### src/rtl/kwt_pkg.sv
// ----------------------------------------------------------------------------
// kwt_pkg: shared types and constants of the keyed watchdog timer
// Register map, access keys, field positions and operation codes.
// ----------------------------------------------------------------------------
package kwt_pkg;

  // Bus and counter widths
  localparam int unsigned DATA_W     = 32;
  localparam int unsigned COUNT_W    = 24;
  localparam int unsigned PRESCALE_W = 12;
  localparam int unsigned KEY_W      = 12;
  localparam int unsigned UPPER_W    = 5;
  localparam int unsigned ENABLE_W   = 3;
  localparam int unsigned PSEL_W     = 2;
  localparam int unsigned OP_W       = 2;
  localparam int unsigned OFFSET_W   = 2;

  // Default parameter values
  localparam int unsigned FIXED_LOW_BITS_DEF     = 12;
  localparam int unsigned RESTART_VALUE_BITS_DEF = 12;

  // Access keys and their positions
  localparam logic [KEY_W-1:0]  MODE_KEY        = 12'hABC;
  localparam int unsigned       MODE_KEY_LSB    = 12;
  localparam logic [KEY_W-1:0]  CONTROL_KEY     = 12'h248;
  localparam int unsigned       CONTROL_KEY_LSB = 14;
  localparam logic [DATA_W-1:0] RESTART_KEY     = 32'h0000_1999;

  // Field positions
  localparam int unsigned MODE_UPPER_LSB = 4;
  localparam int unsigned CTRL_RV_LSB    = 2;
  localparam int unsigned CTRL_RV_W      = 12;

  // Enable bits of the mode register
  localparam int unsigned EN_WDOG  = 0;
  localparam int unsigned EN_RESET = 1;
  localparam int unsigned EN_IRQ   = 2;

  // Prescaler: divide by PRESCALE_BASE << (PRESCALE_STEP * select)
  localparam int unsigned PRESCALE_BASE = 8;
  localparam int unsigned PRESCALE_STEP = 3;
  localparam int unsigned DIV_W         = PRESCALE_W + 1;
  localparam int unsigned SHAMT_W       = 4;

  typedef enum logic [OP_W-1:0] {
    OP_TICK  = 2'd0,
    OP_WRITE = 2'd1,
    OP_READ  = 2'd2
  } op_e;

  typedef enum logic [OFFSET_W-1:0] {
    REG_MODE    = 2'd0,
    REG_CONTROL = 2'd1,
    REG_RESTART = 2'd2,
    REG_STATUS  = 2'd3
  } reg_offset_e;

endpackage

### src/rtl/kwt_if.sv
// ----------------------------------------------------------------------------
// kwt_if: handshake channels of the keyed watchdog timer
// Request channel (tick or bus access) and result channel, valid/ready.
// ----------------------------------------------------------------------------
interface kwt_req_if
  import kwt_pkg::*;
  ();
  logic                valid;
  logic                ready;
  logic [OP_W-1:0]     operation;
  logic [OFFSET_W-1:0] reg_offset;
  logic [DATA_W-1:0]   write_data;

  modport source (output valid, operation, reg_offset, write_data, input ready);
  modport sink   (input valid, operation, reg_offset, write_data, output ready);
endinterface

interface kwt_rsp_if
  import kwt_pkg::*;
  ();
  logic               valid;
  logic               ready;
  logic [DATA_W-1:0]  read_data;
  logic               reset_out;
  logic               irq_out;
  logic [COUNT_W-1:0] counter_now;

  modport source (output valid, read_data, reset_out, irq_out, counter_now, input ready);
  modport sink   (input valid, read_data, reset_out, irq_out, counter_now, output ready);
endinterface

### src/rtl/keyed_watchdog_timer.sv
// ----------------------------------------------------------------------------
// keyed_watchdog_timer: keyed watchdog with prescaled 24-bit down counter
// Ticks and keyed register accesses in, one status word out per request.
// ----------------------------------------------------------------------------
// Every accepted request (a clock tick, a register write or a register read)
// produces exactly one response word carrying the read data, the reset and
// interrupt request levels and the down counter after that request. The
// register state is updated at the edge that accepts the request, and the
// response is captured in a single output register at the same edge, so a
// new request is accepted every cycle: in_i.ready is low only while a
// response sits in the output register and the consumer holds out_o.ready
// low. Mode and control writes need their access keys in the same word;
// restart reloads only on the exact restart key. There is no clearing pass
// after reset.
// ----------------------------------------------------------------------------
module keyed_watchdog_timer
  import kwt_pkg::*;
#(
  parameter int unsigned FIXED_LOW_BITS     = FIXED_LOW_BITS_DEF,
  parameter int unsigned RESTART_VALUE_BITS = RESTART_VALUE_BITS_DEF
) (
  input  logic      clk_i,
  input  logic      rst_ni,
  kwt_req_if.sink   in_i,
  kwt_rsp_if.source out_o
);

  localparam int unsigned RELOAD_W = 32;

  // Architectural state
  logic [ENABLE_W-1:0]           enable_q, enable_d;
  logic [UPPER_W-1:0]            upper_q, upper_d;
  logic [RESTART_VALUE_BITS-1:0] rv_q, rv_d;
  logic [PSEL_W-1:0]             psel_q, psel_d;
  logic [PRESCALE_W-1:0]         pcount_q, pcount_d;
  logic [COUNT_W-1:0]            count_q, count_d;
  logic                          expired_q, expired_d;

  // Output register
  logic                          out_valid_q;
  logic [DATA_W-1:0]             rdata_q, rdata_d;
  logic                          reset_out_q, irq_out_q;
  logic [COUNT_W-1:0]            count_out_q;

  logic                          in_acc;
  logic [PRESCALE_W-1:0]         pcount_inc;
  logic [SHAMT_W-1:0]            div_shamt;
  logic [DIV_W-1:0]              divisor;
  logic [RELOAD_W-1:0]           reload_full;

  // Accept a new request whenever the output register is empty or drains now
  assign in_i.ready = !out_valid_q || out_o.ready;
  assign in_acc     = in_i.valid && in_i.ready;

  // Prescaler divisor: 8, 64, 512 or 4096
  assign div_shamt  = SHAMT_W'(psel_q) * SHAMT_W'(PRESCALE_STEP);
  assign divisor    = DIV_W'(PRESCALE_BASE) << div_shamt;
  assign pcount_inc = pcount_q + PRESCALE_W'(1);

  // Reload value: restart value above FIXED_LOW_BITS ones
  assign reload_full = (RELOAD_W'(rv_q) << FIXED_LOW_BITS)
                     | ((RELOAD_W'(1) << FIXED_LOW_BITS) - RELOAD_W'(1));

  always_comb begin
    enable_d  = enable_q;
    upper_d   = upper_q;
    rv_d      = rv_q;
    psel_d    = psel_q;
    pcount_d  = pcount_q;
    count_d   = count_q;
    expired_d = expired_q;
    rdata_d   = '0;

    case (in_i.operation)
      OP_TICK: begin
        // Hold everything while the watchdog is disabled
        if (enable_q[EN_WDOG]) begin
          if (pcount_inc != '0 && DIV_W'(pcount_inc) < divisor) begin
            pcount_d = pcount_inc;
          end else begin
            pcount_d = '0;
            if (count_q != '0) begin
              count_d = count_q - COUNT_W'(1);
            end
            // Latch expiry when the counter sits at zero after this tick
            if (count_q == '0 || count_q == COUNT_W'(1)) begin
              expired_d = 1'b1;
            end
          end
        end
      end
      OP_WRITE: begin
        case (in_i.reg_offset)
          REG_MODE: begin
            if (in_i.write_data[MODE_KEY_LSB +: KEY_W] == MODE_KEY) begin
              upper_d  = in_i.write_data[MODE_UPPER_LSB +: UPPER_W];
              enable_d = in_i.write_data[ENABLE_W-1:0];
            end
          end
          REG_CONTROL: begin
            if (in_i.write_data[CONTROL_KEY_LSB +: KEY_W] == CONTROL_KEY) begin
              rv_d   = RESTART_VALUE_BITS'(
                         DATA_W'(in_i.write_data[CTRL_RV_LSB +: CTRL_RV_W]));
              psel_d = in_i.write_data[PSEL_W-1:0];
            end
          end
          REG_RESTART: begin
            if (in_i.write_data == RESTART_KEY) begin
              count_d   = reload_full[COUNT_W-1:0];
              pcount_d  = '0;
              expired_d = 1'b0;
            end
          end
          default: begin
            // Status register: drop the write
          end
        endcase
      end
      OP_READ: begin
        case (in_i.reg_offset)
          REG_MODE: begin
            rdata_d = (DATA_W'(upper_q) << MODE_UPPER_LSB) | DATA_W'(enable_q);
          end
          REG_CONTROL: begin
            rdata_d = (DATA_W'(rv_q) << CTRL_RV_LSB) | DATA_W'(psel_q);
          end
          default: begin
            rdata_d = '0;
          end
        endcase
      end
      default: begin
        // Unused operation: change nothing, report current levels
      end
    endcase
  end

  // State registers
  always_ff @(posedge clk_i or negedge rst_ni) begin
    if (!rst_ni) begin
      enable_q    <= '0;
      upper_q     <= '0;
      rv_q        <= '0;
      psel_q      <= '0;
      pcount_q    <= '0;
      count_q     <= '1;
      expired_q   <= 1'b0;
      out_valid_q <= 1'b0;
    end else begin
      if (in_acc) begin
        enable_q  <= enable_d;
        upper_q   <= upper_d;
        rv_q      <= rv_d;
        psel_q    <= psel_d;
        pcount_q  <= pcount_d;
        count_q   <= count_d;
        expired_q <= expired_d;
      end
      if (in_acc) begin
        out_valid_q <= 1'b1;
      end else if (out_o.ready) begin
        out_valid_q <= 1'b0;
      end
    end
  end

  // Response payload: capture on accept, hold otherwise
  always_ff @(posedge clk_i) begin
    if (in_acc) begin
      rdata_q     <= rdata_d;
      reset_out_q <= expired_d && enable_d[EN_WDOG] && enable_d[EN_RESET];
      irq_out_q   <= expired_d && enable_d[EN_WDOG] && enable_d[EN_IRQ];
      count_out_q <= count_d;
    end
  end

  assign out_o.valid       = out_valid_q;
  assign out_o.read_data   = rdata_q;
  assign out_o.reset_out   = reset_out_q;
  assign out_o.irq_out     = irq_out_q;
  assign out_o.counter_now = count_out_q;

`ifndef NO_ASSERTIONS
  // A zero counter is only reached by counting down, which latches expiry
  a_zero_means_expired: assert property (
    @(posedge clk_i) disable iff (!rst_ni)
    (count_q == '0) |-> expired_q
  ) else $error("counter at zero without expired flag");

  // Expiry is cleared only together with a reload
  a_expired_means_zero: assert property (
    @(posedge clk_i) disable iff (!rst_ni)
    expired_q |-> (count_q == '0)
  ) else $error("expired flag set with nonzero counter");

  // Ticks leave the counter alone while the watchdog is disabled
  a_disabled_holds: assert property (
    @(posedge clk_i) disable iff (!rst_ni)
    (in_acc && in_i.operation == OP_TICK && !enable_q[EN_WDOG])
      |=> ($stable(count_q) && $stable(pcount_q))
  ) else $error("disabled watchdog moved its counter");
`endif

endmodule

### src/flat_wrapper.sv
// flat-port wrapper written by rule: the top's interface ports become plain ports
module keyed_watchdog_timer_flat import kwt_pkg::*;
#(
  parameter int unsigned FIXED_LOW_BITS     = FIXED_LOW_BITS_DEF,
  parameter int unsigned RESTART_VALUE_BITS = RESTART_VALUE_BITS_DEF
)
  (clk_i, rst_ni, in_i_valid, in_i_operation, in_i_reg_offset, in_i_write_data, in_i_ready, out_o_valid, out_o_read_data, out_o_reset_out, out_o_irq_out, out_o_counter_now, out_o_ready);
  kwt_req_if in_i_i ();
  kwt_rsp_if out_o_i ();
  input  logic clk_i;
  input  logic rst_ni;
  input wire logic [$bits(in_i_i.valid)-1:0] in_i_valid;
  input wire logic [$bits(in_i_i.operation)-1:0] in_i_operation;
  input wire logic [$bits(in_i_i.reg_offset)-1:0] in_i_reg_offset;
  input wire logic [$bits(in_i_i.write_data)-1:0] in_i_write_data;
  output wire logic [$bits(in_i_i.ready)-1:0] in_i_ready;
  output wire logic [$bits(out_o_i.valid)-1:0] out_o_valid;
  output wire logic [$bits(out_o_i.read_data)-1:0] out_o_read_data;
  output wire logic [$bits(out_o_i.reset_out)-1:0] out_o_reset_out;
  output wire logic [$bits(out_o_i.irq_out)-1:0] out_o_irq_out;
  output wire logic [$bits(out_o_i.counter_now)-1:0] out_o_counter_now;
  input wire logic [$bits(out_o_i.ready)-1:0] out_o_ready;
  assign in_i_i.valid = in_i_valid;
  assign in_i_i.operation = in_i_operation;
  assign in_i_i.reg_offset = in_i_reg_offset;
  assign in_i_i.write_data = in_i_write_data;
  assign in_i_ready = in_i_i.ready;
  assign out_o_valid = out_o_i.valid;
  assign out_o_read_data = out_o_i.read_data;
  assign out_o_reset_out = out_o_i.reset_out;
  assign out_o_irq_out = out_o_i.irq_out;
  assign out_o_counter_now = out_o_i.counter_now;
  assign out_o_i.ready = out_o_ready;
  keyed_watchdog_timer #(.FIXED_LOW_BITS(FIXED_LOW_BITS), .RESTART_VALUE_BITS(RESTART_VALUE_BITS)) u_core (.clk_i(clk_i), .rst_ni(rst_ni), .in_i(in_i_i), .out_o(out_o_i));
endmodule
### config.mk
export PLATFORM = sky130hd
export DESIGN_NAME = keyed_watchdog_timer_flat
export DESIGN_NICKNAME = d
export VERILOG_FILES = /design/src/rtl/kwt_pkg.sv /design/src/rtl/kwt_if.sv /design/src/rtl/keyed_watchdog_timer.sv /design/src/flat_wrapper.sv
export SDC_FILE = /design/constraint.sdc
export NUM_CORES = 1
export LEC_CHECK = 0
export BUFFER_PORTS_ARGS = -buffer_cell sky130_fd_sc_hd__buf_2
export CAP_MARGIN = 20
export CORE_MARGIN = 4
export CORE_UTILIZATION = 55
export CTS_BUF_LIST = sky130_fd_sc_hd__clkbuf_8
export CTS_CLUSTER_DIAMETER = 100
export DETAILED_ROUTE_END_ITERATION = 6
export PLACE_DENSITY = 0.87
export RECOVER_POWER = 100
export SETUP_SLACK_MARGIN = 0.5
export SLEW_MARGIN = 30
export SYNTH_ARGS = -nofsm -noshare
export SYNTH_HDL_FRONTEND = slang
export SYNTH_SLANG_ARGS = --single-unit
### constraint.sdc
create_clock -name clk_i -period 5.45 [get_ports clk_i]
set_input_delay 0.545 -clock clk_i [delete_from_list [all_inputs] [get_ports clk_i]]
set_output_delay 0.545 -clock clk_i [all_outputs]
set_load 0.1 [all_outputs]
Word-level counts from Yosys, hierarchy flattened

Cells that the tools add are included.

Flip-flop bits (word level): 118
Logic and storage cells: 71
Bits in writable memories: 0
Bits in read-only memories: 0
Output and inout bits: 60
Memories kept: 0
Bits of input ports: 40
Latch bits: 0

Bitwise logic cells: 2
$lt $le $gt $ge: 1
Reductions and logical operators: 18
Multiply operators: 1
Div/mod/pow operators: 0
Equality and inequality tests: 11
Shift-type cells: 1
$add $sub $neg: 2
Mux-type cells: 23

Operators by type and width:

| kind                  | count |
|---|---|
| $mux 24               | 5 |
| $pmux 32 s2           | 1 |
| $mux 12               | 4 |
| $pmux 24 s2           | 1 |
| $eq 32x13->1 const B  | 1 |
| $eq 24x1->1 const B   | 1 |
| $logic_not 24->1      | 1 |
| $pmux 12 s2           | 1 |
| $reduce_bool 24->1    | 1 |
| $sub 24x1->24 const B | 1 |
| $or 14x2->14          | 1 |
| $lt 12x13->1          | 1 |
| $shl 4x4->13 const A  | 1 |
| $add 12x1->12 const B | 1 |
| $eq 12x10->1 const B  | 1 |
| $eq 12x12->1 const B  | 1 |
| $reduce_bool 12->1    | 1 |
| $mux 3                | 3 |
| $or 9x3->9            | 1 |
| $reduce_and 4->1      | 2 |
| $mux 1                | 7 |
| $ne 2x1->1 const B    | 3 |
| $logic_and 1x1->1     | 5 |
| $reduce_and 5->1      | 1 |
| other kinds (8)       | 13 |

Longest topological paths before layout

Gate-level depths: netlist of run 1.

Word-level depth: 9
Gate-level depth with buffers: 15
Gate-level depth less buffers: 12

Least setup slack after synthesis of run 1

No wires, ideal clock.

Path type: reg-to-reg
From: reg u_core.out_valid_q (netlist: u_core.out_o.valid)
To: reg u_core.count_q[22]
Clock period less this slack: 4.200 ns
Required time: 5.371 ns
Buffers on the path: 2
Stages on the path, launching flop included: 8
Arrival time: 4.121 ns
Path slack: 1.250 ns
Setup time: 0.079 ns
Cell sequence: dfrtp_1 -> nand2b_1 -> nand2_1 -> inv_1 -> clkbuf_1 -> clkbuf_1 -> nand4_1 -> o211a_1

Cells in the longest elaborated chain, start to end: 3

Ends and longest elaborated chain:

| item                     | line                        | text |
|---|---|---|
| start: declaration       | keyed_watchdog_timer.sv:40  | `logic out_valid_q;` |
| start signal: assignment | keyed_watchdog_timer.sv:148 | `out_valid_q <= 1'b0;` |
| start signal: assignment | keyed_watchdog_timer.sv:160 | `out_valid_q <= 1'b1;` |
| start signal: assignment | keyed_watchdog_timer.sv:162 | `out_valid_q <= 1'b0;` |
| $logic_not 1->1          | keyed_watchdog_timer.sv:52  | `assign in_i.ready = !out_valid_q \|\| out_o.ready;` |
| $logic_or 1x1->1         | keyed_watchdog_timer.sv:52  |  |
| net in_i_ready           | flat_wrapper.sv:16          | `output wire logic [$bits(in_i_i.ready)-1:0] in_i_ready;` |
| $logic_and 1x1->1        | keyed_watchdog_timer.sv:53  | `assign in_acc = in_i.valid && in_i.ready;` |
| net u_core.in_acc        | keyed_watchdog_timer.sv:45  | `logic in_acc;` |
| end signal: assignment   | keyed_watchdog_timer.sv:156 | `count_q <= count_d;` |
| end: declaration         | keyed_watchdog_timer.sv:36  | `logic [COUNT_W-1:0] count_q, count_d;` |

The timed path passes the listed nets, and every way through them passes these cells.
A chain may end at the register's enable or synchronous reset.

Worst setup path after layout of run 1

From: reg u_core.pcount_q[0]
To: reg u_core.count_out_q[0] (netlist: u_core.out_o.counter_now[0]), data pin

Cells in the longest elaborated chain, start to end: 6
Elaborated cells between the ends (all ways): 7
Those cells by class: add/sub (1); order compare (1); mux (3); reduce/logical (2)

Ends and longest elaborated chain:

| item                                               | line                        | text |
|---|---|---|
| start: declaration                                 | keyed_watchdog_timer.sv:35  | `logic [PRESCALE_W-1:0] pcount_q, pcount_d;` |
| start signal: assignment                           | keyed_watchdog_timer.sv:155 | `pcount_q <= pcount_d;` |
| $add 12x1->12 *                                    | keyed_watchdog_timer.sv:58  | `assign pcount_inc = pcount_q + PRESCALE_W'(1);` |
| $lt 12x13->1 or $reduce_bool 12->1 (tied branches) | keyed_watchdog_timer.sv:78  | `if (pcount_inc != '0 && DIV_W'(pcount_inc) < divisor) begin` |
| $logic_and 1x1->1 *                                | keyed_watchdog_timer.sv:78  |  |
| $mux 24 *                                          | keyed_watchdog_timer.sv:78  |  |
| $mux 24 *                                          | keyed_watchdog_timer.sv:77  | `if (enable_q[EN_WDOG]) begin` |
| $pmux 24 s2 *                                      | keyed_watchdog_timer.sv:74  | `case (in_i.operation)` |
| net u_core.count_d[0]                              | keyed_watchdog_timer.sv:36  |  |
| end signal: assignment                             | keyed_watchdog_timer.sv:173 | `count_out_q <= count_d;` |
| end: declaration                                   | keyed_watchdog_timer.sv:43  | `logic [COUNT_W-1:0] count_out_q;` |

Mark *: on every way through the listed nets, which the timed path passes. The rest lies on a longest branch.

==> impl_metrics.toml, run 1 <==
[final_layout]
diodes = 0
fillerInstances = 920
syn_to_final_growth_pct = 8.208
final_nets = 748
multiInputGateArea_um2 = 3203
register_area_um2 = 2733
drive_above_1_share = 0.1655

[timing]
fin_crit_sh = 0.8109
worst_slack_ns = 1.031
fmax_mhz = 226.3
slew_violations = 117
clock_skew_ns = 0.01515
worstMarginPinSlew_ns = 3.437
finalHoldViolCount = 0
relSlewSlack = -1.292
layout_min_cycle_time_ns = 4.419
setup_viol = 0
rsz0062_at_grt = "no"
setup_tns_ns = 0

[placement]
numPortBuffers = 81
hpwl_um = 11190
gp_congestion = 0.9529
post-place-ws_ns = 1.471

[die]
coreArea_um2 = 10940
die_area_um2 = 13070
rows = 38
io_pins = 100
dieHeight_um = 114.3
die_x_um = 114.3
start_util = 0.5688

[logic_synthesis]
ys_types = 77
netlist_area_um2 = 6220
yosysTopAreaCellShare = 0.1931
synth_edf_count = 40
yosysSeqAreaShare = 0.4393
syn_avg_cell_area_um2 = 9.688
ys_top_cells_by_count = "nor2_1 (55), edfxtp_1 (40), nand2_1 (37), dfrtp_1 (36), clkbuf_1 (34)"
async_flop_share = 0.6000
yosysWarnings = 0
yosysMostFrequentCell = "nor2_1"
synth_area_leaders = "edfxtp_1 (19%), dfrtp_1 (14%), dfstp_2 (10%)"
syn_inst = 642
synth-seq-cells = 100
yosysTopAreaCell = "edfxtp_1"
synth_flop_cell = "edfxtp_1"

[pwr]
vdd_drop_max_v = 0.0001814
power.density_nw_per_um2 = 230.5
p_total_uw = 1552
cellLeakagePower_uw = 0.002718

[setup_path]
slowest_delay_ns = 0.98
path_buf_inv = 0
worstPathRequired_ns = 5.59
worst_path_dominant_cell_family = "simple AND/OR/NAND/NOR gates"
crit_chain = "ha_1 > and2_0 > nand3_1 > xnor2_1 > ha_1 > a21oi_1 > or4bb_1 > o2111ai_1 > o21ai_0 > or2_0 > nand3_1 > mux2i_1"
slowest_stage = "o21ai_0"
crit_path_start_kind = "flip-flop"
worstPathMaxFanout = 15
arrival_ns = 4.55
r2r_setup_slack_ns = 1.03
endpoint_kind = "flip-flop"
crit_type = "flip-flop to flip-flop"

[route]
drt-total-wl_um = 15760
vias = 5378
wl_per_cell_um = 18.73
routed_via_density = 6.395
ant_nets = 0
drc_errors = 0
dr.pass1.iters = 7
drt-initial-drc-count = 406

[grt]
grt_max_degree = 61
antenna_found_initial = 0
track_usage = 0.2439
grt_pass1_vias = 5090
grt_pass1_wl_um = 25600
grt_overflow = 0

[clocking]
cts_root_buffer = "clkbuf_8"
cts_tree = "done"
clock_sinks = 100
cts_setup_buffers = 0
h-tree-depth = 3
cts_inserted_buffers = 9
cts-resized-gates = 0
cts_buffer_depth = 2
clk_latency_ns = 0.39
hold_buffers = 0
clk_pin_slew_ns = 0.11

[job]
cap_viol_max_count = 3

[status]
violations = "capacitance limit, slew limit"
status = "finished with violations"

[hold_path]
hp-class = "primary input to flip-flop"
-- worst paths after layout --
check,start,end,cells after the start
setup / recovery,u_core.pcount_q[0],u_core.out_o.counter_now[0],12
hold / removal,in_i_valid,u_core.out_o.valid,2
setup reg to reg,u_core.pcount_q[0],u_core.out_o.counter_now[0],12
hold reg to reg,u_core.upper_q[3],u_core.upper_q[3],1
max in group asynchronous,rst_ni,u_core.pcount_q[7],2
min in group asynchronous,rst_ni,u_core.rv_q[4],2
-- metrics by stage --
stage                     std cells  area, um2  utilization  hold slack [ns]
after floorplan                 664       6302            -           0.2494
after global placement          825       6610       0.6045           0.4881
after detailed placement        825       6613       0.6047           0.4980
after CTS                       841       6802       0.6220           0.3276
after global routing            841       6730       0.6154           0.3393
final                           841       6730       0.6154           0.3537
-- logic make-up (layout without fill, tap and decap cells) --
family / after synthesis / after routing / share of synthesized area
xor+xnor: 10 / 10 / 0.01408
compound gates: 143 / 143 / 0.1650
buf+inv: 79 / 116 / 0.06015
simple gates: 255 / 255 / 0.2253
flops: 100 / 100 / 0.4393
fa+ha+maj: 12 / 12 / 0.02414
mux: 41 / 41 / 0.07081
other cells: 2 / 24 / 0.001207
-- report_power, final --
group	internal (uW)	switching, uW	total [uW]	leakage (uW)
combinational	38.0	229	267	0.00149
clock	178	297	475	0.0000995
sequential	801	8.11	809	0.00113
total	1020	534	1550	0.00272
-- cell type report --
cell class	instances	share of cell area
inverter	14	0.007808
multi-input combinational	485	0.4759
tap	140	0.02603
clock inverter	7	0.009667
sequential	100	0.4060
timing repair buffer	86	0.05614
clock buffer	9	0.01840
-- layer usage --
metal | vias up | routed length, um | global-route usage
li1 | 2491 | - | -
met1 | 2551 | 6535 | 0.3347
met2 | 296 | 7299 | 0.3841
met3 | 40 | 1525 | 0.05180
met4 | 0 | 397 | 0.08709
met5 | - | 0 | 0
-- sequential cells by signal, summed over array words and instances, names as in the netlist --
name	flops
u_core.enable_q	3
u_core.out_o.reset_out	1
u_core.out_o.read_data	14
u_core.rv_q	12
u_core.out_o.irq_out	1
u_core.expired_q	1
u_core.psel_q	2
u_core.upper_q	5
u_core.count_q	24
u_core.pcount_q	12
u_core.out_o.counter_now	24
u_core.out_o.valid	1
-- layout by cell type, fill, tap and decap left out, drive strengths merged, types with 11 or more instances in the layout --
master,Yosys,routed
ha,12,12
o21ai,23,23
inv,14,18
nand2b,11,11
clkbuf,35,55
or3,15,15
edfxtp,40,40
mux2i,17,17
nand2,37,37
conb,2,24
dfstp,24,24
a21oi,26,26
and3,16,16
nor4,14,14
nand3,25,25
nor2,55,55
nor3,22,22
dfrtp,36,36
mux2,24,24
buf,30,40
No activity file was read; power rests on OpenSTA's default activity.
==> run 2: changes to the inputs <==
--- a/config.mk
+++ b/config.mk
@@ -5,6 +5,7 @@
 export SDC_FILE = /design/constraint.sdc
 export NUM_CORES = 1
 export LEC_CHECK = 0
+export ABC_AREA = 1
 export BUFFER_PORTS_ARGS = -buffer_cell sky130_fd_sc_hd__buf_2
 export CAP_MARGIN = 20
 export CORE_MARGIN = 4
==> constraint.sdc (replaced) <==
create_clock -name clk_i -period 4.2 [get_ports clk_i]
set_input_delay 0.42 -clock clk_i [delete_from_list [all_inputs] [get_ports clk_i]]
set_output_delay 0.42 -clock clk_i [all_outputs]
set_load 0.1 [all_outputs]
==> run 2 against run 1 <==
  * The flow still finishes with violations (capacitance limit, slew limit)
  * Setup slack got worse by 0.26 ns
  * Fmax rose by 29%
  * Global-route usage fell by 0.25 points
  * Utilization rose by 0.17 points
  * Routed wire length fell by 2.7%
  * Sequential share of layout area fell by 0.28 points
  * Register-to-register slack got worse by 0.26 ns
  * Critical endpoint is now u_core.out_o.reset_out
==> impl_metrics.toml, run 2 <==
[status]
status = "finished with violations"
violations = "capacitance limit, slew limit"

[pwr]
p_seq_frac = 0.422
cellLeakagePower_uw = 0.003261
power.density_nw_per_um2 = 433.8
switching_share = 0.4399
clockPowerShare = 0.211
p_total_uw = 2940
vdd_drop_max_v = 0.0001952
p_int_uw = 1647
comb_power_share = 0.367
p_switching_uw = 1293

[timing]
slew_violations = 106
fin_crit_sh = 0.8166
hold_slack_ns = 0.3029
finalHoldViolCount = 0
setup_tns_ns = 0
layout_min_cycle_time_ns = 3.430
clock_skew_ns = 0.02286
fmax_mhz = 291.6
relSlewSlack = -0.4871
rsz0062_at_grt = "no"
worstMarginPinSlew_ns = 2.231
setup_viol = 0

[final_layout]
final_nets = 963
most-common-layout-cells = "nand2_1 (262), inv_1 (113), nand3_1 (73)"
register_area_um2 = 2733
syn_to_final_growth_pct = 8.775
fin_cells = 1056
multiInputGateArea_um2 = 2868
final_util = 0.6171
drive_above_1_share = 0.1015
mostFrequentLayoutCell = "nand2_1"
fillerInstances = 973
diodes = 0

[route]
routed_via_density = 5.479
dr.pass1.iters = 5
drt-total-wl_um = 15330
drt-initial-drc-count = 420
wl_per_cell_um = 14.52
drc_errors = 0
ant_nets = 0
vias = 5786

[setup_path]
endpoint_kind = "flip-flop"
r2r_setup_slack_ns = 0.77
reg2reg_to = "u_core.out_o.reset_out"
worstPathMaxFanout = 21
crit_path_start = "u_core.pcount_q[0]"
arrival_ns = 3.56
r2r-start = "u_core.pcount_q[0]"
crit_type = "flip-flop to flip-flop"
crit_path_start_kind = "flip-flop"
worstRegToRegCells = 20
worstPathRequired_ns = 4.33

[hold_path]
hold_end = "u_core.rv_q[1]"
hold_depth = 2
min_from = "in_i_write_data[3]"
hp-class = "primary input to flip-flop"

[die]
coreArea_um2 = 10980
die_x_um = 114.4
start_util = 0.5673
io_pins = 100
dieHeight_um = 114.4
rows = 38
die_area_um2 = 13100

[grt]
antenna_found_initial = 0
grt_overflow = 0
grt_max_degree = 66
grt_pass1_vias = 5270
grt_pass1_wl_um = 25590
track_usage = 0.2414

[clocking]
clk_pin_slew_ns = 0.11
cts_root_buffer = "clkbuf_8"
cts_inserted_buffers = 9
cts_buffer_depth = 2
clock_sinks = 100
clk_latency_ns = 0.39
hold_buffers = 0
h-tree-depth = 3
cts_tree = "done"

[logic_synthesis]
synthAdderAreaFrac = 0.02410
muxShareOfSynthArea = 0.005422
synth_area_leaders = "edfxtp_1 (19%), nand2_1 (16%), dfrtp_1 (14%)"
synth_edf_count = 40
ys_types = 43
ys_top_cells_by_count = "nand2_1 (261), inv_1 (113), nand3_1 (72), nor2_1 (62), o21ai_0 (48)"
syn_inst = 834
netlist_area_um2 = 6231
async_flop_share = 0.6000
synth_compound_area_frac = 0.07671
yosysTopAreaCellShare = 0.1928
synth_top_family_by_area = "simple AND/OR/NAND/NOR gates"
yosysSeqAreaShare = 0.4386
yosysMostFrequentCell = "nand2_1"
synth-seq-cells = 100
yosysTopAreaCell = "edfxtp_1"
yosysWarnings = 0
synthSimpleGateAreaFrac = 0.3321
syn_avg_cell_area_um2 = 7.471
synthXorXnorAreaFrac = 0.01265
synth_flop_cell = "edfxtp_1"

[placement]
gp_congestion = 0.9307
numPortBuffers = 81
numPlacedInstances = 1040
hpwl_um = 11180

[job]
cap_viol_max_count = 2
[run 2: changes by cell type after synthesis, moves of 11 or more]
cell / change
a21oi_1: -15
and3_1: -16
clkbuf_1: -21
inv_1: +99
mux2_2: -21
mux2i_1: -17
nand2_1: +224
nand2b_1: -11
nand3_1: +47
nand4_1: +11
o21ai_0: +30
or3_1: -15
[run 2: logic make-up (layout without fill, tap and decap cells)]
kind of cell,after synthesis,in the layout
xor gates and xnor gates,9,9
buffers and inverters,156,216
adders and majority gates,12,12
DFF,100,100
muxes,3,3
AOI/OAI and AO/OA,88,88
other,2,24
and+or+nand+nor,464,464
[run 2: worst max path at each step]
stage,to,slack (ns),cells past startpoint
floorplan,u_core.out_o.counter_now[0],1.04,4
finish,u_core.out_o.reset_out,0.77,20
detailed placement,u_core.out_o.reset_out,0.82,20
CTS,u_core.out_o.reset_out,0.68,20
global route,u_core.pcount_q[2],0.37,14
global placement,u_core.out_o.irq_out,0.91,20
[run 2: timing repair]
| action | in CTS | in global routing |
|---|---|---|
| buffers inserted | 0 | 0 |
| setup endpoints to repair | 0 | 23 |
| gates resized for setup | 0 | 2 |
[run 2: critical path, stage by stage, from the launching register on]
cell,delay (ns)
dfrtp_1,0.44
ha_1,0.22
nand2_1,0.11
nor2_4,0.16
nand2_1,0.07
nand2_1,0.11
ha_1,0.24
o21ai_0,0.09
nand2_1,0.09
a21oi_1,0.14
nand2_1,0.06
nand2_1,0.06
nand2_1,0.04
nand2_1,0.35
nand3_4,0.30
nand2_1,0.23
inv_1,0.11
nand3_1,0.08
o21ai_0,0.13
nand2_1,0.11
nor2_1,0.04
[run 2: final cells by class]
cell class | count | area share
clock inverter | 7 | 0.01126
clock buffer | 9 | 0.01828
inverter | 115 | 0.06369
tap | 140 | 0.02584
sequential | 100 | 0.4032
multi-input combinational | 600 | 0.4231
timing repair buffer | 85 | 0.05464
[run 2: power groups by stage]
stage                     Combinational, uW  Sequential [uW]  Clock (uW)
after floorplan                         682             1470           0
after global placement                 1050             1250           0
after detailed placement               1080             1250           0
after CTS                              1090             1240         624
after global routing                   1190             1260         668
final                                  1080             1240         619
[run 2: layer usage]
layer / share of wire / track usage / vias up / routed length, um
met4: 0.025 / 0.07918 / 0 / 384
met5: 0 / 0 / - / 0
met1: 0.43 / 0.3328 / 2652 / 6564
li1: - / - / 2819 / -
met3: 0.087 / 0.05338 / 38 / 1337
met2: 0.46 / 0.3791 / 277 / 7046
[run 2: per-stage QoR]
| stage | instance area (um2) | worst slack [ns] |
|---|---|---|
| after floorplan | 6314 | 1.042 |
| after global placement | 6675 | 0.9139 |
| after detailed placement | 6675 | 0.8165 |
| after CTS | 6875 | 0.6823 |
| after global routing | 6778 | 0.3730 |
| final | 6778 | 0.7702 |
==> run 3: changes to the inputs <==
--- a/config.mk
+++ b/config.mk
@@ -5,11 +5,11 @@
 export SDC_FILE = /design/constraint.sdc
 export NUM_CORES = 1
 export LEC_CHECK = 0
-export ABC_AREA = 1
+export ABC_AREA = 0
 export BUFFER_PORTS_ARGS = -buffer_cell sky130_fd_sc_hd__buf_2
 export CAP_MARGIN = 20
 export CORE_MARGIN = 4
-export CORE_UTILIZATION = 55
+export CORE_UTILIZATION = 53
 export CTS_BUF_LIST = sky130_fd_sc_hd__clkbuf_8
 export CTS_CLUSTER_DIAMETER = 100
 export DETAILED_ROUTE_END_ITERATION = 6
==> constraint.sdc (replaced) <==
create_clock -name clk_i -period 3.1 [get_ports clk_i]
set_input_delay 0.31 -clock clk_i [delete_from_list [all_inputs] [get_ports clk_i]]
set_output_delay 0.31 -clock clk_i [all_outputs]
set_load 0.1 [all_outputs]
==> run 3 against run 2 <==
  * The flow finishes with violations (DRC, setup timing)
  * Sequential power up 15%
  * Worst hold slack got worse by 0.19 ns
  * Global-route usage up 4.5 points
  * Die area increased by 3.3%
  * Non-clock buffer count increased by 80
  * Design area grew 18%
  * Critical path type unchanged
  * Largest power group unchanged
==> impl_metrics.toml, run 3 (synthesis results as in run 1) <==
[timing]
fmax_mhz = 313.1
worstMarginPinSlew_ns = 1.315
relSlewSlack = 0.1231
layout_min_cycle_time_ns = 3.193
setup_viol = 15
fin_crit_sh = 1.030
clock_skew_ns = 0.01382
finalHoldViolCount = 0
hold_slack_ns = 0.1140
slew_violations = 0
rsz0062_at_grt = "yes"
worst_slack_ns = -0.09337

[final_layout]
fin_cells = 924
final_nets = 828
mostFrequentLayoutCell = "buf_4"
fillerInstances = 821
most-common-layout-cells = "buf_4 (57), nor2_1 (51), clkbuf_1 (50)"
final_util = 0.6978
drive_above_1_share = 0.3380
design_area_um2 = 8001
syn_to_final_growth_pct = 28.65
diodes = 0

[placement]
gp_congestion = 0.9685
post-place-ws_ns = -0.2598
numPortBuffers = 81
place_area_um2 = 7086
numPlacedInstances = 879
hpwl_um = 12460

[grt]
grt_pass1_vias = 5910
use_met2 = 0.4794
grt-busiest-layer = "met2"
grt_pass1_wl_um = 30370
track_usage = 0.2864
use_met1 = 0.3728
grt_max_degree = 45
grtUsageMet3 = 0.06269
antenna_found_initial = 0
grt_overflow = 0

[die]
die_x_um = 116.3
io_pins = 100
coreArea_um2 = 11470
dieHeight_um = 116.3
start_util = 0.5424
die_area_um2 = 13530
rows = 39

[route]
wl_per_cell_um = 20.57
drt-total-wl_um = 19010
routed_via_density = 6.318
dr.pass1.iters = 7
ant_nets = 0
drt-initial-drc-count = 462
vias = 5838
drc_errors = 2

[setup_path]
arrival_ns = 3.34
slowest_delay_ns = 0.44
crit_type = "flip-flop to flip-flop"
crit_path_start_kind = "flip-flop"
worstPathMaxFanout = 8
endpoint_kind = "flip-flop"
worst_path_dominant_cell_family = "simple AND/OR/NAND/NOR gates"
slowest_stage = "or4bb_1"
crit_chain = "ha_2 > and2_4 > nand3_4 > xnor2_4 > ha_4 > a21oi_4 > or4bb_1 > o2111ai_2 > o21ai_4 > o211ai_4 > buf_6 > buf_6 > or3_4 > nand3_2"
crit_top_cell = "buf_6"
path_buf_inv = 2
worstPathRequired_ns = 3.25

[pwr]
vdd_drop_max_v = 0.0002907
cellLeakagePower_uw = 0.003236
power.density_nw_per_um2 = 350.8

[clocking]
clk_pin_slew_ns = 0.11
clk_latency_ns = 0.40
cts_inserted_buffers = 9
cts_root_buffer = "clkbuf_8"
clock_sinks = 100
cts_tree = "done"
h-tree-depth = 3
cts_buffer_depth = 2

[status]
violations = "DRC, setup timing"
status = "finished with violations"

[job]
cap_viol_max_count = 0

[hold_path]
hp-class = "primary input to flip-flop"
-- run 3: cell types whose count changed in the layout (fill, tap and decap cells not counted), sizes merged, moves of 13 or more --
cell and change:
a21oi +15, and3 +16, buf +75, inv -101, mux2 +21, mux2i +17, nand2 -226, nand3 -49
nand4 -13, o21ai -32, or3 +15
-- run 3: cell type report --
cell class / instances / area, um2 / share of cell area
multi-input cells: 486 / 3785 / 0.4730
flip-flops and latches: 100 / 2734 / 0.3417
repair buffers: 165 / 1051 / 0.1314
well taps: 143 / 178.9 / 0.02236
clock buffers: 9 / 123.9 / 0.01548
clock inverters: 7 / 76.32 / 0.009539
inverters: 14 / 52.55 / 0.006568
-- run 3: worst paths after layout --
kind	from	end	slack, ns	cells after the start
worst max-delay path	u_core.pcount_q[1]	u_core.out_o.counter_now[17]	-0.09	14
worst min-delay path	in_i_valid	u_core.out_o.valid	0.11	2
worst max register to register	u_core.pcount_q[1]	u_core.out_o.counter_now[17]	-0.09	14
worst min register to register	u_core.upper_q[3]	u_core.upper_q[3]	0.53	1
max in group asynchronous	rst_ni	u_core.count_q[2]	1.10	3
min in group asynchronous	rst_ni	u_core.expired_q	0.70	2
-- run 3: metrics by stage --
step | setup TNS, ns | power (uW)
3_5_place_dp | -6.674 | 1939
5_1_grt | -3.777 | 2892
6_report | -0.3755 | 2807
2_1_floorplan | 0 | 1842
3_3_place_gp | -0.2759 | 1931
4_1_cts | 0 | 2804
-- run 3: timing repair --
| action | in CTS | in global routing |
|---|---|---|
| endpoints found under the hold margin | 36 | 0 |
| pin swaps | 40 | 10 |
| gates resized for setup | 84 | 30 |
| cloned | 2 | 0 |
| hold buffers | 1 | 0 |
| setup buffers | 21 | 5 |
| setup endpoints to repair | 63 | 63 |
-- run 3: layer usage --
layer / up-vias / part of all wire
met1: 2873 / 0.39
met2: 274 / 0.50
met3: 49 / 0.082
met5: - / 0
met4: 0 / 0.026
li1: 2642 / -
-- run 3: power breakdown --
part | leakage [uW] | switching [uW] | internal (uW)
combinational | 0.00200 | 421 | 78.2
clock | 0.000101 | 505 | 378
sequential | 0.00113 | 15.4 | 1410
